$ cat src/accel_tilt_angles_defines.svh
// Assertion macros for the tilt angle block.
`ifndef ACCEL_TILT_ANGLES_DEFINES_SVH
`define ACCEL_TILT_ANGLES_DEFINES_SVH

`ifndef SYNTHESIS
`define ATILT_ASSERT_IMP(label, ante, cons) \
    label: assert property (@(posedge i_clk) disable iff (!i_rst_n) (ante) |-> cons) \
        else $error("tilt angle check failed");
`define ATILT_ASSERT_NXT(label, ante, cons) \
    label: assert property (@(posedge i_clk) disable iff (!i_rst_n) (ante) |=> cons) \
        else $error("tilt angle check failed");
`else
`define ATILT_ASSERT_IMP(label, ante, cons)
`define ATILT_ASSERT_NXT(label, ante, cons)
`endif

`endif

$ cat src/atilt_pkg.sv
// Shared types, constants and the arctangent table of the tilt angle block.
package atilt_pkg;

    localparam int ANGLE_FRAC_BITS_DEF = 8;
    localparam int CORDIC_STAGES_DEF   = 16;

    localparam int RAW_W    = 16;
    localparam int CPG_W    = 13;
    localparam int DIV_BITS = 16;
    localparam int MAG_W    = 17;
    localparam int V_W      = 18;
    localparam int SQ_W     = 2 * MAG_W;
    localparam int SUM_W    = SQ_W;
    localparam int ROOT_W   = SUM_W / 2;
    localparam int REM_W    = ROOT_W + 3;
    localparam int CORDIC_W = 34;
    localparam int ANG_W    = 16;
    localparam int PRE_SHIFT = 14;

    localparam logic [CPG_W-1:0] CPG_RESET = 13'd32;
    localparam logic [MAG_W-1:0] ONE_G     = 17'd65536;

    localparam logic [20:0] DEG_NUM   = 21'd1800000;
    localparam logic [53:0] DEG_DEN   = 54'd31415;
    localparam int          RECIP_SH  = 46;
    localparam logic [63:0] DEG_RECIP = ((64'd1 << RECIP_SH) + 64'd31414) / 64'd31415;
    localparam logic [53:0] DEG_SAT   = 54'd2058813440;

    typedef struct packed {
        logic signed [RAW_W-1:0] accel_x;
        logic signed [RAW_W-1:0] accel_y;
        logic signed [RAW_W-1:0] accel_z;
    } t_accel_in;

    typedef struct packed {
        logic [ANG_W-1:0] angle_x;
        logic [ANG_W-1:0] angle_y;
        logic [ANG_W-1:0] angle_z;
        logic             zero_vector;
    } t_angle_out;

    typedef struct packed {
        logic                          valid;
        logic [2:0]                    neg;
        logic [2:0]                    sat;
        logic [2:0][CPG_W-1:0]         rem;
        logic [2:0][DIV_BITS-1:0]      quo;
    } t_div_beat;

    typedef struct packed {
        logic                          valid;
        logic                          zero;
        logic [2:0][V_W-1:0]           v;
        logic [2:0][SUM_W-1:0]         n;
        logic [2:0][REM_W-1:0]         rem;
        logic [2:0][ROOT_W-1:0]        root;
    } t_sqrt_beat;

    typedef struct packed {
        logic                          valid;
        logic                          zero;
        logic [2:0][CORDIC_W-1:0]      x;
        logic [2:0][CORDIC_W-1:0]      y;
        logic [2:0][CORDIC_W-1:0]      z;
    } t_cordic_beat;

    // atan(2^-idx) in Q30, rounded
    function automatic logic [CORDIC_W-1:0] atilt_atan(input int idx);
        case (idx)
            0:  return 34'd843314857;
            1:  return 34'd497837829;
            2:  return 34'd263043837;
            3:  return 34'd133525159;
            4:  return 34'd67021687;
            5:  return 34'd33543516;
            6:  return 34'd16775851;
            7:  return 34'd8388437;
            8:  return 34'd4194283;
            9:  return 34'd2097149;
            10: return 34'd1048576;
            11: return 34'd524288;
            12: return 34'd262144;
            13: return 34'd131072;
            14: return 34'd65536;
            15: return 34'd32768;
            16: return 34'd16384;
            17: return 34'd8192;
            18: return 34'd4096;
            19: return 34'd2048;
            20: return 34'd1024;
            21: return 34'd512;
            22: return 34'd256;
            23: return 34'd128;
            default: return '0;
        endcase
    endfunction

endpackage

$ cat src/atilt_sqrt_cell.sv
// One root bit of the digit-by-digit square root, three lanes side by side.
module atilt_sqrt_cell (
    input  logic                    i_clk,
    input  logic                    i_rst_n,
    input  atilt_pkg::t_sqrt_beat   i_beat,
    output atilt_pkg::t_sqrt_beat   o_beat
);
    import atilt_pkg::*;
`include "accel_tilt_angles_defines.svh"

    t_sqrt_beat r_out;
    t_sqrt_beat n_out;

    always_comb begin
        logic [REM_W-1:0] rem_sh;
        logic [REM_W-1:0] trial;
        logic             ge;
        n_out = i_beat;
        for (int l = 0; l < 3; l++) begin
            rem_sh = {i_beat.rem[l][REM_W-3:0], i_beat.n[l][SUM_W-1 -: 2]};
            trial  = REM_W'({i_beat.root[l], 2'b01});
            ge     = (rem_sh >= trial);
            n_out.rem[l]  = ge ? (rem_sh - trial) : rem_sh;
            n_out.root[l] = {i_beat.root[l][ROOT_W-2:0], ge};
            n_out.n[l]    = {i_beat.n[l][SUM_W-3:0], 2'b00};
        end
    end

    always_ff @(posedge i_clk) begin
        if (!i_rst_n) begin
            r_out.valid <= 1'b0;
        end else begin
            r_out <= n_out;
        end
    end

    assign o_beat = r_out;

    // partial remainder never exceeds twice the partial root
    `ATILT_ASSERT_IMP(a_rem_bound, r_out.valid, ((r_out.rem[0] <= REM_W'({r_out.root[0], 1'b0})) && (r_out.rem[1] <= REM_W'({r_out.root[1], 1'b0})) && (r_out.rem[2] <= REM_W'({r_out.root[2], 1'b0}))))

endmodule

$ cat config.mk
export PLATFORM = sky130hd
export DESIGN_NAME = atilt_sqrt_cell
export DESIGN_NICKNAME = d
export VERILOG_FILES = /design/src/atilt_pkg.sv /design/src/atilt_sqrt_cell.sv
export VERILOG_INCLUDE_DIRS = /design/src /design/src/src
export SDC_FILE = /design/constraint.sdc
export NUM_CORES = 1
export LEC_CHECK = 0
export ABC_CLOCK_PERIOD_IN_PS = 3200
export BUFFER_PORTS_ARGS = -buffer_cell sky130_fd_sc_hd__buf_2
export CAP_MARGIN = 15
export CORE_AREA = 2 2 210 212
export CTS_BUF_LIST = sky130_fd_sc_hd__clkbuf_4 sky130_fd_sc_hd__clkbuf_8 sky130_fd_sc_hd__clkbuf_16
export DETAILED_ROUTE_END_ITERATION = 6
export DIE_AREA = 0 0 212 214
export PLACE_DENSITY = 0.52
export SKIP_CTS_REPAIR_TIMING = 1
export SLEW_MARGIN = 20
export SYNTH_ARGS = -nofsm -noshare
export SYNTH_HDL_FRONTEND = slang
export SYNTH_SLANG_ARGS = --single-unit
export TNS_END_PERCENT = 30
$ cat constraint.sdc
create_clock -name i_clk -period 3.2 [get_ports i_clk]
set_input_delay 0.48 -clock i_clk [delete_from_list [all_inputs] [get_ports i_clk]]
set_output_delay 0.48 -clock i_clk [all_outputs]
set_load 0.02 [all_outputs]
# After elaboration in Yosys (flattened, before gate mapping)
# Cells that the tools add are included.
[word_totals]
input_bits = 271
regBits = 263
wordCells = 23
out_inout_bits = 269
[classes]
n_addsub = 3
muxes = 3
n_lt_le_gt_ge = 3
[op_table]
columns = ["operator", "n"]
rows = [
  ["20-bit by 19-bit >= comparator with 1-bit output", 3],
  ["20-bit two-way mux", 3],
  ["20-bit by 19-bit subtractor with 20-bit output", 3],
]

# Logic depth before layout (Yosys ltp)
[depth]
depth_word = 2
ltp_mapped = 12

# Worst setup path after synthesis
# OpenSTA, ideal clock, no wires.
[synth_timing]
kind = "in2reg"
startpoint = "input port i_beat[28] (netlist bit)"
endpoint = "register r_out, in the netlist o_beat[84], data pin"
arrival_time_ns = 2.400
t_required_ns = 2.940
setup_ns = 0.260
n_path_buf = 3
cell_stages = 12
setup_slack_ns = 0.540
cell_sequence = "inv_1 > ha_1 > clkbuf_2 > nand4_1 > or2_1 > clkbuf_1 > nor2_1 > nor4_2 > a31o_2 > nor2_2 > buf_6 > mux2_2"
[synth_rtl]
columns = ["element", "line_no", "source"]
rows = [
  ["from (decl)", "atilt_sqrt_cell.sv:5", "input atilt_pkg::t_sqrt_beat i_beat,"],
  ["to (signal assigned)", "atilt_sqrt_cell.sv:33", "r_out <= n_out;"],
  ["to (decl)", "atilt_sqrt_cell.sv:11", "t_sqrt_beat r_out;"],
]

==> run metrics <==
status=finished clean; Clock transition at path regs=60 ps; Fillers=4,176; drt wl/cell=17.2 um; DRC Markers=0; Hold Path Class=primary input to flop; setup ws final=824 ps; Synth Flop Type=edfxtp_1; sequential share of the synthesized area=0.657; crit share post-route=0.743; Routed WL=34,000 um; CTS Buf Count=30; clock sinks=about 260; Pins Over Slew Limit=0; Avg Cell Area, Syn=14.8 um^2; CP arrival=2690 ps; leading area contributor after synthesis=edfxtp_1; CP Launch Type=primary input; Multi-input gate area=0.00374 mm^2; Post-synth EDFFs=between 200 and 300; Slew headroom=0.630; die span in x=212 um; area occupied by registers=0.00789 mm^2; Worst path slowest cell=ha_1; Synth cell types=72; vias in the first global route=8,791; Setup crit end kind=flop; CP Class=primary input to flop; GPL Wtd Cong=0.842; layout cells sized above 1=0.481; # nets final=between 1,500 and 2,000; vias post-DR=around 8,600; post-DP HPWL=26,600 um; Critical Path Fanout Max=17; global route overflow=0; largest net degree at the start of global routing=66; crit-path max cell delay=390 ps; Die H=214 um; die area=0.0454 mm^2; num ports=540; CP Cell Sequence=buf_2 > inv_1 > ha_1 > nand4_1 > or2_1 > nor2_1 > nor4_2 > a31o_2 > nor2_2 > buf_12 > mux2_2; H-tree levels=1; WHS=76.5 ps; VDD IR-drop max=~400 uV; DRT antenna net count=0; design area=0.0164 mm^2; Post-Layout Cell Count=1,977; clk buf depth=3; commonest cells in the netlist=edfxtp_1, inv_1, ha_1, a21oi_1, nor2_1; Worst EP required=3520 ps; Leakage Power=7.29 nW; vias per cell=around 4.4; Final Hold Fails=0; async set or reset register ratio after synthesis=0; 1st-pass router iterations=4; DP Cell Count=between 1,500 and 2,000; CTS root buffer=clkbuf_16; most numerous cell in the Yosys netlist=edfxtp_1; Post-Synthesis Cells=811; initial antenna violation count=3; All-Layer GR Usage=0.143; delay-heaviest family, CP=simple AND/OR/NAND/NOR gates; # diodes=0; top post-synthesis cells by area=edfxtp_1, ha_1, mux2_4; Least-Margin Pin Slew=556 ps; core area=0.0429 mm^2; PD cells=587 mW/mm^2; flops & latches, synth=around 260; RSZ-0062 raised after global routing=no; max-cap viol count=0; Setup WS pre-CTS=250 ps; CTS tree=done; fmax=~420 MHz; share of the synthesized area in the top cell type=0.655; max reg flops=between 200 and 300; DRT iter0 DRCs=440; synthesized cell area=about 0.012 mm^2; Placement Cell Area=between 0.015 and 0.02 mm^2; WP buf/inv=3; Setup TNS=0 ps; num rows=76; Initial Util=0.280; port bufs=527; Area Growth Syn to Fin=36.6%; final setup fails=0; warnings from Yosys=0; crit path time final=2380 ps; first-pass GRT wire length=50,500 um
[per-layer routing]
metal | wire length, um | vias up | part of all wire | GRT usage
met1 | 13700 | 4083 | 0.40 | 0.166
met5 | 47 | - | 0.0014 | 0
met2 | 16700 | 312 | 0.49 | 0.254
met4 | 791 | 6 | 0.023 | 0.0357
li1 | - | 4182 | - | -
met3 | 2750 | 49 | 0.081 | 0.0427
[stage by stage]
stage | utilization | power [mW]
floorplan | - | 5.58
CTS | 0.382 | 9.75
global route | 0.382 | 10.1
global placement | 0.360 | 6.35
finish | 0.382 | 9.62
detailed placement | 0.360 | 6.36
[path summary, 6_finish.rpt]
path,to,cells past startpoint,slack (ps),from
worst max-delay path,o_beat[88],11,820,i_beat[28]
worst min-delay path,o_beat[196],1,80,i_beat[194]
[cell families (layout without fill, tap and decap cells)]
logic type,count (synthesis),in the layout,share of synthesized area
mux,57,57,0.0603
buf+inv,89,665,0.0333
flops,263,263,0.657
simple gates,132,132,0.0574
other cells,1,6,0.000312
xor+xnor,44,44,0.0321
compound gates,168,168,0.100
fa+ha+maj,57,57,0.0594
[cells in the final DEF (no fill, tap or decap), drive strengths merged, types with 7 or more instances in the layout]
| cell type | synthesis | routed |
|---|---|---|
| a211oi | 7 | 7 |
| nand3 | 15 | 15 |
| xnor2 | 31 | 31 |
| buf | 14 | 543 |
| nor2 | 35 | 35 |
| edfxtp | 262 | 262 |
| xor2 | 13 | 13 |
| a21o | 27 | 27 |
| o21ai | 28 | 28 |
| ha | 57 | 57 |
| inv | 68 | 69 |
| nor3 | 8 | 8 |
| o211ai | 10 | 10 |
| nor2b | 8 | 8 |
| o21a | 13 | 13 |
| mux2 | 51 | 51 |
| nand2 | 28 | 28 |
| clkbuf | 7 | 44 |
| a21oi | 46 | 46 |
[cell type report]
cell class | instances | area share
Clock buffer | 44 | 0.0533
Clock inverter | 10 | 0.00565
Inverter | 68 | 0.0157
Multi-Input combinational cell | 464 | 0.228
Sequential cell | 263 | 0.481
Tap cell | 585 | 0.0446
Timing Repair Buffer | 543 | 0.172
[power breakdown]
part           leakage, nW  total, mW  internal, mW  switching [mW]
clock network        0.483       3.35          1.97            1.38
registers             2.57       4.27          4.19          0.0797
logic                 4.23       2.00         0.808            1.19
No activity file was read; power rests on OpenSTA's default activity.
