File: config.mk
export PLATFORM = sky130hd
export DESIGN_NAME = atilt_div_cell
export DESIGN_NICKNAME = d
export VERILOG_FILES = /design/src/accel_tilt_angles_defines.svh /design/src/atilt_pkg.sv /design/src/atilt_div_cell.sv
export SDC_FILE = /design/constraint.sdc
export NUM_CORES = 1
export LEC_CHECK = 0
export ABC_AREA = 0
export BUFFER_PORTS_ARGS = -buffer_cell sky130_fd_sc_hd__clkbuf_2
export CORE_ASPECT_RATIO = 1.4
export CORE_MARGIN = 2
export CORE_UTILIZATION = 35
export CTS_CLUSTER_SIZE = 14
export DETAILED_ROUTE_END_ITERATION = 12
export PLACE_DENSITY = 0.7
export SYNTH_ARGS = -nofsm -noshare
export SYNTH_HDL_FRONTEND = slang
export SYNTH_SLANG_ARGS = --single-unit
File: constraint.sdc
create_clock -name i_clk -period 3.5 [get_ports i_clk]
set_input_delay 0.175 -clock i_clk [delete_from_list [all_inputs] [get_ports i_clk]]
set_output_delay 0.175 -clock i_clk [all_outputs]
set_load 0.005 [all_outputs]
File: src/accel_tilt_angles_defines.svh
// Assertion macros for the tilt angle block.
`ifndef ACCEL_TILT_ANGLES_DEFINES_SVH
`define ACCEL_TILT_ANGLES_DEFINES_SVH

`ifndef SYNTHESIS
`define ATILT_ASSERT_IMP(label, ante, cons) \
    label: assert property (@(posedge i_clk) disable iff (!i_rst_n) (ante) |-> cons) \
        else $error("tilt angle check failed");
`define ATILT_ASSERT_NXT(label, ante, cons) \
    label: assert property (@(posedge i_clk) disable iff (!i_rst_n) (ante) |=> cons) \
        else $error("tilt angle check failed");
`else
`define ATILT_ASSERT_IMP(label, ante, cons)
`define ATILT_ASSERT_NXT(label, ante, cons)
`endif

`endif

File: src/atilt_pkg.sv
// Shared types, constants and the arctangent table of the tilt angle block.
package atilt_pkg;

    localparam int ANGLE_FRAC_BITS_DEF = 8;
    localparam int CORDIC_STAGES_DEF   = 16;

    localparam int RAW_W    = 16;
    localparam int CPG_W    = 13;
    localparam int DIV_BITS = 16;
    localparam int MAG_W    = 17;
    localparam int V_W      = 18;
    localparam int SQ_W     = 2 * MAG_W;
    localparam int SUM_W    = SQ_W;
    localparam int ROOT_W   = SUM_W / 2;
    localparam int REM_W    = ROOT_W + 3;
    localparam int CORDIC_W = 34;
    localparam int ANG_W    = 16;
    localparam int PRE_SHIFT = 14;

    localparam logic [CPG_W-1:0] CPG_RESET = 13'd32;
    localparam logic [MAG_W-1:0] ONE_G     = 17'd65536;

    localparam logic [20:0] DEG_NUM   = 21'd1800000;
    localparam logic [53:0] DEG_DEN   = 54'd31415;
    localparam int          RECIP_SH  = 46;
    localparam logic [63:0] DEG_RECIP = ((64'd1 << RECIP_SH) + 64'd31414) / 64'd31415;
    localparam logic [53:0] DEG_SAT   = 54'd2058813440;

    typedef struct packed {
        logic signed [RAW_W-1:0] accel_x;
        logic signed [RAW_W-1:0] accel_y;
        logic signed [RAW_W-1:0] accel_z;
    } t_accel_in;

    typedef struct packed {
        logic [ANG_W-1:0] angle_x;
        logic [ANG_W-1:0] angle_y;
        logic [ANG_W-1:0] angle_z;
        logic             zero_vector;
    } t_angle_out;

    typedef struct packed {
        logic                          valid;
        logic [2:0]                    neg;
        logic [2:0]                    sat;
        logic [2:0][CPG_W-1:0]         rem;
        logic [2:0][DIV_BITS-1:0]      quo;
    } t_div_beat;

    typedef struct packed {
        logic                          valid;
        logic                          zero;
        logic [2:0][V_W-1:0]           v;
        logic [2:0][SUM_W-1:0]         n;
        logic [2:0][REM_W-1:0]         rem;
        logic [2:0][ROOT_W-1:0]        root;
    } t_sqrt_beat;

    typedef struct packed {
        logic                          valid;
        logic                          zero;
        logic [2:0][CORDIC_W-1:0]      x;
        logic [2:0][CORDIC_W-1:0]      y;
        logic [2:0][CORDIC_W-1:0]      z;
    } t_cordic_beat;

    // atan(2^-idx) in Q30, rounded
    function automatic logic [CORDIC_W-1:0] atilt_atan(input int idx);
        case (idx)
            0:  return 34'd843314857;
            1:  return 34'd497837829;
            2:  return 34'd263043837;
            3:  return 34'd133525159;
            4:  return 34'd67021687;
            5:  return 34'd33543516;
            6:  return 34'd16775851;
            7:  return 34'd8388437;
            8:  return 34'd4194283;
            9:  return 34'd2097149;
            10: return 34'd1048576;
            11: return 34'd524288;
            12: return 34'd262144;
            13: return 34'd131072;
            14: return 34'd65536;
            15: return 34'd32768;
            16: return 34'd16384;
            17: return 34'd8192;
            18: return 34'd4096;
            19: return 34'd2048;
            20: return 34'd1024;
            21: return 34'd512;
            22: return 34'd256;
            23: return 34'd128;
            default: return '0;
        endcase
    endfunction

endpackage

File: src/atilt_div_cell.sv
// One quotient bit of the per-axis scaling divider, three axes side by side.
module atilt_div_cell (
    input  logic                          i_clk,
    input  logic                          i_rst_n,
    input  logic [atilt_pkg::CPG_W-1:0]   i_cpg,
    input  atilt_pkg::t_div_beat          i_beat,
    output atilt_pkg::t_div_beat          o_beat
);
    import atilt_pkg::*;

    t_div_beat r_out;
    t_div_beat n_out;

    always_comb begin
        logic [CPG_W:0] t;
        logic           ge;
        n_out = i_beat;
        for (int l = 0; l < 3; l++) begin
            t  = {i_beat.rem[l], 1'b0};
            ge = (t >= {1'b0, i_cpg});
            n_out.rem[l] = ge ? CPG_W'(t - {1'b0, i_cpg}) : t[CPG_W-1:0];
            n_out.quo[l] = {i_beat.quo[l][DIV_BITS-2:0], ge};
        end
    end

    always_ff @(posedge i_clk) begin
        if (!i_rst_n) begin
            r_out.valid <= 1'b0;
        end else begin
            r_out <= n_out;
        end
    end

    assign o_beat = r_out;

endmodule

* After elaboration in Yosys (flattened, before gate mapping)
Index checks and enable logic that the tools add are counted.
** Operators by class
- Add/subtract/negate cells :: 3
- Order comparisons :: 3
- Multiplexer cells :: 3
** Operators with widths (count)
- $ge 14x13->1 :: 3
- $mux 13 :: 3
- $sub 13x13->13 :: 3
** Storage, ports and cells
- Register bits :: 94
- Input port bits :: 109

* Longest topological paths before layout
- Depth in word-level cells :: 2
- Depth in mapped cells :: 10

* Worst setup path after synthesis
No wires, ideal clock.
- Path kind :: input-to-reg
- Start :: input port i_cpg[0] (netlist name)
- End :: register r_out, in the netlist o_beat[51], data pin
- Library setup time :: 0.260 ns
- Data arrival time :: 2.076 ns
- Required time :: 3.240 ns
- Slack :: 1.164 ns
- Cell stages on the path :: 10
- Cells stage by stage :: inv_1 -> fa_1 -> a211oi_2 -> o21bai_1 -> a21oi_1 -> a211oi_1 -> nor2_1 -> inv_2 -> buf_6 -> mux2_2
** RTL lines
- start, declared :: RTL line atilt_div_cell.sv:5 : input logic [atilt_pkg::CPG_W-1:0] i_cpg,
- end signal, assigned :: RTL line atilt_div_cell.sv:30 : r_out <= n_out;
- end, declared :: RTL line atilt_div_cell.sv:11 : t_div_beat r_out;

==> reports/qor.log <==
INFO  final_layout   finalInstanceArea=6948um2
INFO  routing        first_pass_iters=7
INFO  final_layout   flip_flop_count_of_the_largest_register_after_layout=94
INFO  pwr            switching_power=0.0008858W
INFO  global_routing grt_pass1_wl=20.74mm
INFO  final_layout   areaGrowthSynthToFinish=34.55%
INFO  hold_path      timing.hold.worst_endpoint=o_beat[25]$_DFFE_PP_
INFO  worst_setup_path timing.critical_path.slowest_stage_cell=fa_1
INFO  die            die_w=106.7um
INFO  routing        drt_iter0_markers=141
INFO  worst_setup_path critPathKind=in2reg
INFO  timing         fin_tns_setup=0ns
INFO  final_layout   fill_cells=1,346
INFO  die            initial_utilization=35.75%
INFO  die            design.core.area=14,440um2
INFO  hold_path      min_from=i_beat[24]
INFO  pwr            seq_power_share=44.5%
INFO  synth          synth.avg_cell_area=11.79um2
INFO  final_layout   finish.utilization=48.10%
INFO  timing         final.period_utilization=69.64%
INFO  timing         timing_hold_violations_final=0
INFO  pwr            power_frac_clock=32.7%
INFO  run_status     outcome=finished clean
INFO  hold_path      holdPathStages=1
INFO  placement      placement.cell_area=6380um2
INFO  routing        viasPerCell=4.994
INFO  routing        wire_per_inst=16.03um
INFO  synth          number_of_enable_type_register_cells_in_the_synthesized_netlist=93
INFO  final_layout   post_route_cells_drive_above_1_share=36.31%
INFO  synth          synthesis.nets=589
INFO  synth          asyncSetResetFlopFracSynth=0%
INFO  placement      place.gp.congestion=0.8679
INFO  timing         period_needed=2.438ns
INFO  pwr            ir_worst_vdd=0.0002643V
INFO  routing        wl=13.80mm
INFO  synth          number_of_flip_flops_and_latches_in_the_synthesized_netlist=94
INFO  synth          yosys-top-cells-area=edfxtp_1 54%, ha_1 9.4%, nor2_1 3.5%
INFO  worst_setup_path worstSetupStartpointType=input port
INFO  global_routing maximum_number_of_pins_on_one_net_before_global_route_repair=41
INFO  worst_setup_path crit_chain=clkbuf_2 > inv_1 > fa_1 > a211oi_2 > o21bai_1 > a21oi_1 > a211oi_1 > nor2_1 > inv_2 > mux2_2
INFO  clock_network  cts_made_buffers=9
INFO  timing         max_clock_freq=410.2MHz
INFO  die            die-area=15,750um2
INFO  final_layout   diodes=0
INFO  routing        drt_drc_violations_left=0
INFO  routing        final_antenna_net_count=0
INFO  placement      dpl.hpwl=10.71mm
INFO  global_routing overflow=0
INFO  timing         drv_slew=0
INFO  clock_network  root_buffer=clkbuf_16
INFO  placement      port-buffer-count=199
INFO  clock_network  cts.reportedPaths.clkPinSlew=0.08ns
INFO  worst_setup_path arrival=2.54ns
INFO  clock_network  tritoncts=yes
INFO  synth          synth-warning-count=0
INFO  clock_network  cts_sinks=94
INFO  synth          yosys.area.top_type=edfxtp_1
INFO  pwr            p_sw_share=27.62%
INFO  routing        dr_total_vias=4,300
INFO  global_routing antenna_violations_before_repair=0
INFO  synth          ys.flop_type=edfxtp_1
INFO  timing         hold-worst-slack=0.01083ns
INFO  timing         setup_violations=0
INFO  final_layout   finish.net_count=818
INFO  timing         rsz_0062_raised_after_global_routing=false
INFO  synth          netlist-cell-type-count=55
INFO  die            i_o_pin_total=203
INFO  synth          post_synth_inst_count=438
INFO  flow_run       drv_cap=0
INFO  synth          yosysTopAreaCellShare=54.08%
INFO  clock_network  clock_tree.htree_level_count=3
INFO  pwr            p_leak=3.098nW
INFO  global_routing grt_util_overall=16.99%
INFO  worst_setup_path cp_slowest_stage_delay=0.54ns
INFO  timing         relSlewSlack=66.08%
INFO  die            rows=52
INFO  timing         worstMarginPinSlew=0.5088ns
INFO  worst_setup_path cp_max_fo=12
INFO  worst_setup_path setup.worst_path.end_class=flip-flop
INFO  global_routing grt_pass1_vias=4,228
INFO  clock_network  cts.path.max_buffers=2
INFO  die            die_height=147.7um
INFO  worst_setup_path worstPathRequired=3.60ns
INFO  clock_network  cts_setup_buffers=0
INFO  pwr            power.combinational.fraction=22.8%
INFO  hold_path      hold_path_class=in2reg
INFO  synth          sequential_fraction_of_the_synthesis_area=54.47%
INFO  pwr            cell_internal_pwr=0.002322W
INFO  pwr            pwr_density_cell=461.7nW/um2
INFO  synth          syn-cell-area=5164um2
## power groups by stage
stage	combinational (W)	clock [W]	sequential (W)
after floorplan	0.000388	0	0.00147
after global placement	0.000692	0	0.00145
after detailed placement	0.000709	0	0.00145
after CTS	0.000730	0.00109	0.00143
after global routing	0.000808	0.00112	0.00144
final	0.000731	0.00105	0.00143
## how the worst max path moves through the flow
| stage | startpoint | slack, ns | to | cells after the start |
|---|---|---|---|---|
| after floorplan | i_cpg[0] | 1.16 | o_beat[51]$_DFFE_PP_ | 10 |
| after global placement | i_cpg[0] | 0.76 | o_beat[58]$_DFFE_PP_ | 10 |
| after detailed placement | i_cpg[0] | 0.71 | o_beat[60]$_DFFE_PP_ | 10 |
| after CTS | i_cpg[0] | 1.07 | o_beat[60]$_DFFE_PP_ | 10 |
| after global routing | i_cpg[0] | 0.84 | o_beat[60]$_DFFE_PP_ | 10 |
| final | i_cpg[0] | 1.06 | o_beat[60]$_DFFE_PP_ | 10 |
## per-layer routing
| layer | wire, um | GRT usage (%) | vias to the layer above |
|---|---|---|---|
| met5 | 0 | 0 | - |
| met4 | 535 | 8.377 | 0 |
| met3 | 735 | 3.131 | 31 |
| met2 | 7023 | 29.94 | 166 |
| met1 | 5508 | 19.65 | 1997 |
| li1 | - | - | 2106 |
## layout make-up
type	instances	area, um2	share of cell area (%)
repair buffers	226	1261	18.15
inverters	21	78.83	1.135
multi-input cells	315	2231	32.11
flip-flops and latches	94	2813	40.48
well taps	189	236.5	3.404
clock buffers	9	225.2	3.241
clock inverters	7	102.6	1.477
## synth_stat cells, types with 5 or more instances
cell type	count
edfxtp_1	93
nor2_1	48
ha_1	39
a21oi_1	34
nand2_1	26
o21ai_0	25
inv_1	20
mux2_2	15
xnor2_1	14
a21o_1	12
xor2_1	10
nand3_1	8
nand2b_1	6
nor3_1	6
o21a_1	6
a211oi_1	5
## logic make-up (layout without fill, tap and decap cells)
logic type	count (synthesis)	count (layout)	synth area share [%]
multiplexers	15	15	3.271
AND/OR/NAND/NOR	118	118	10.73
buffers and inverters	29	263	2.326
XOR/XNOR	24	24	4.071
AO/OA/AOI/OAI	116	116	14.51
flip-flops	94	94	54.47
adder cells (fa/ha/maj)	42	42	10.61
## cell usage in the layout, fill, tap and decap left out, types with 2 or more instances in the layout
master | Yosys | final
nand3_1 | 8 | 8
o31ai_1 | 4 | 4
clkbuf_2 | 0 | 198
o21ai_0 | 25 | 25
nor2b_1 | 4 | 4
or3_1 | 3 | 3
a21o_1 | 12 | 12
xnor2_1 | 14 | 14
nor2_1 | 48 | 48
a31oi_1 | 4 | 4
inv_8 | 0 | 2
o21bai_1 | 3 | 3
nand4_1 | 3 | 3
clkbuf_16 | 0 | 9
mux2_2 | 15 | 15
or2_2 | 3 | 3
buf_4 | 0 | 4
nand2b_1 | 6 | 6
edfxtp_1 | 93 | 93
inv_1 | 20 | 20
o2111ai_1 | 2 | 2
ha_1 | 39 | 39
a211oi_1 | 5 | 5
fa_1 | 3 | 3
o21a_1 | 6 | 6
a21oi_1 | 34 | 34
dlygate4sd3_1 | 0 | 24
nand2_1 | 26 | 26
nor3_1 | 6 | 6
clkinv_8 | 0 | 2
xor2_1 | 10 | 10
o211ai_1 | 4 | 4
a31o_2 | 3 | 3
and2_1 | 3 | 3
## metrics by stage
| stage | std cells | total power (W) | worst slack (ns) |
|---|---|---|---|
| after floorplan | 438 | 0.001856 | 1.164 |
| after global placement | 821 | 0.002143 | 0.7550 |
| after detailed placement | 821 | 0.002163 | 0.7096 |
| after CTS | 855 | 0.003246 | 1.073 |
| after global routing | 861 | 0.003369 | 0.8374 |
| final | 861 | 0.003208 | 1.062 |
## critical path, delay by kind of cell
kind                       cells  cell delay, ns
and+or+nand+nor                1            0.25
adders and majority gates      1            0.54
AOI/OAI and AO/OA              4            0.70
buffers and inverters          3            0.53
muxes                          1            0.32
## timing repair
action	4_1_cts	5_1_grt
endpoints found under the hold margin	18	6
hold buffers	18	6
resized for setup	0	0
No activity file was read; power rests on OpenSTA's default activity.
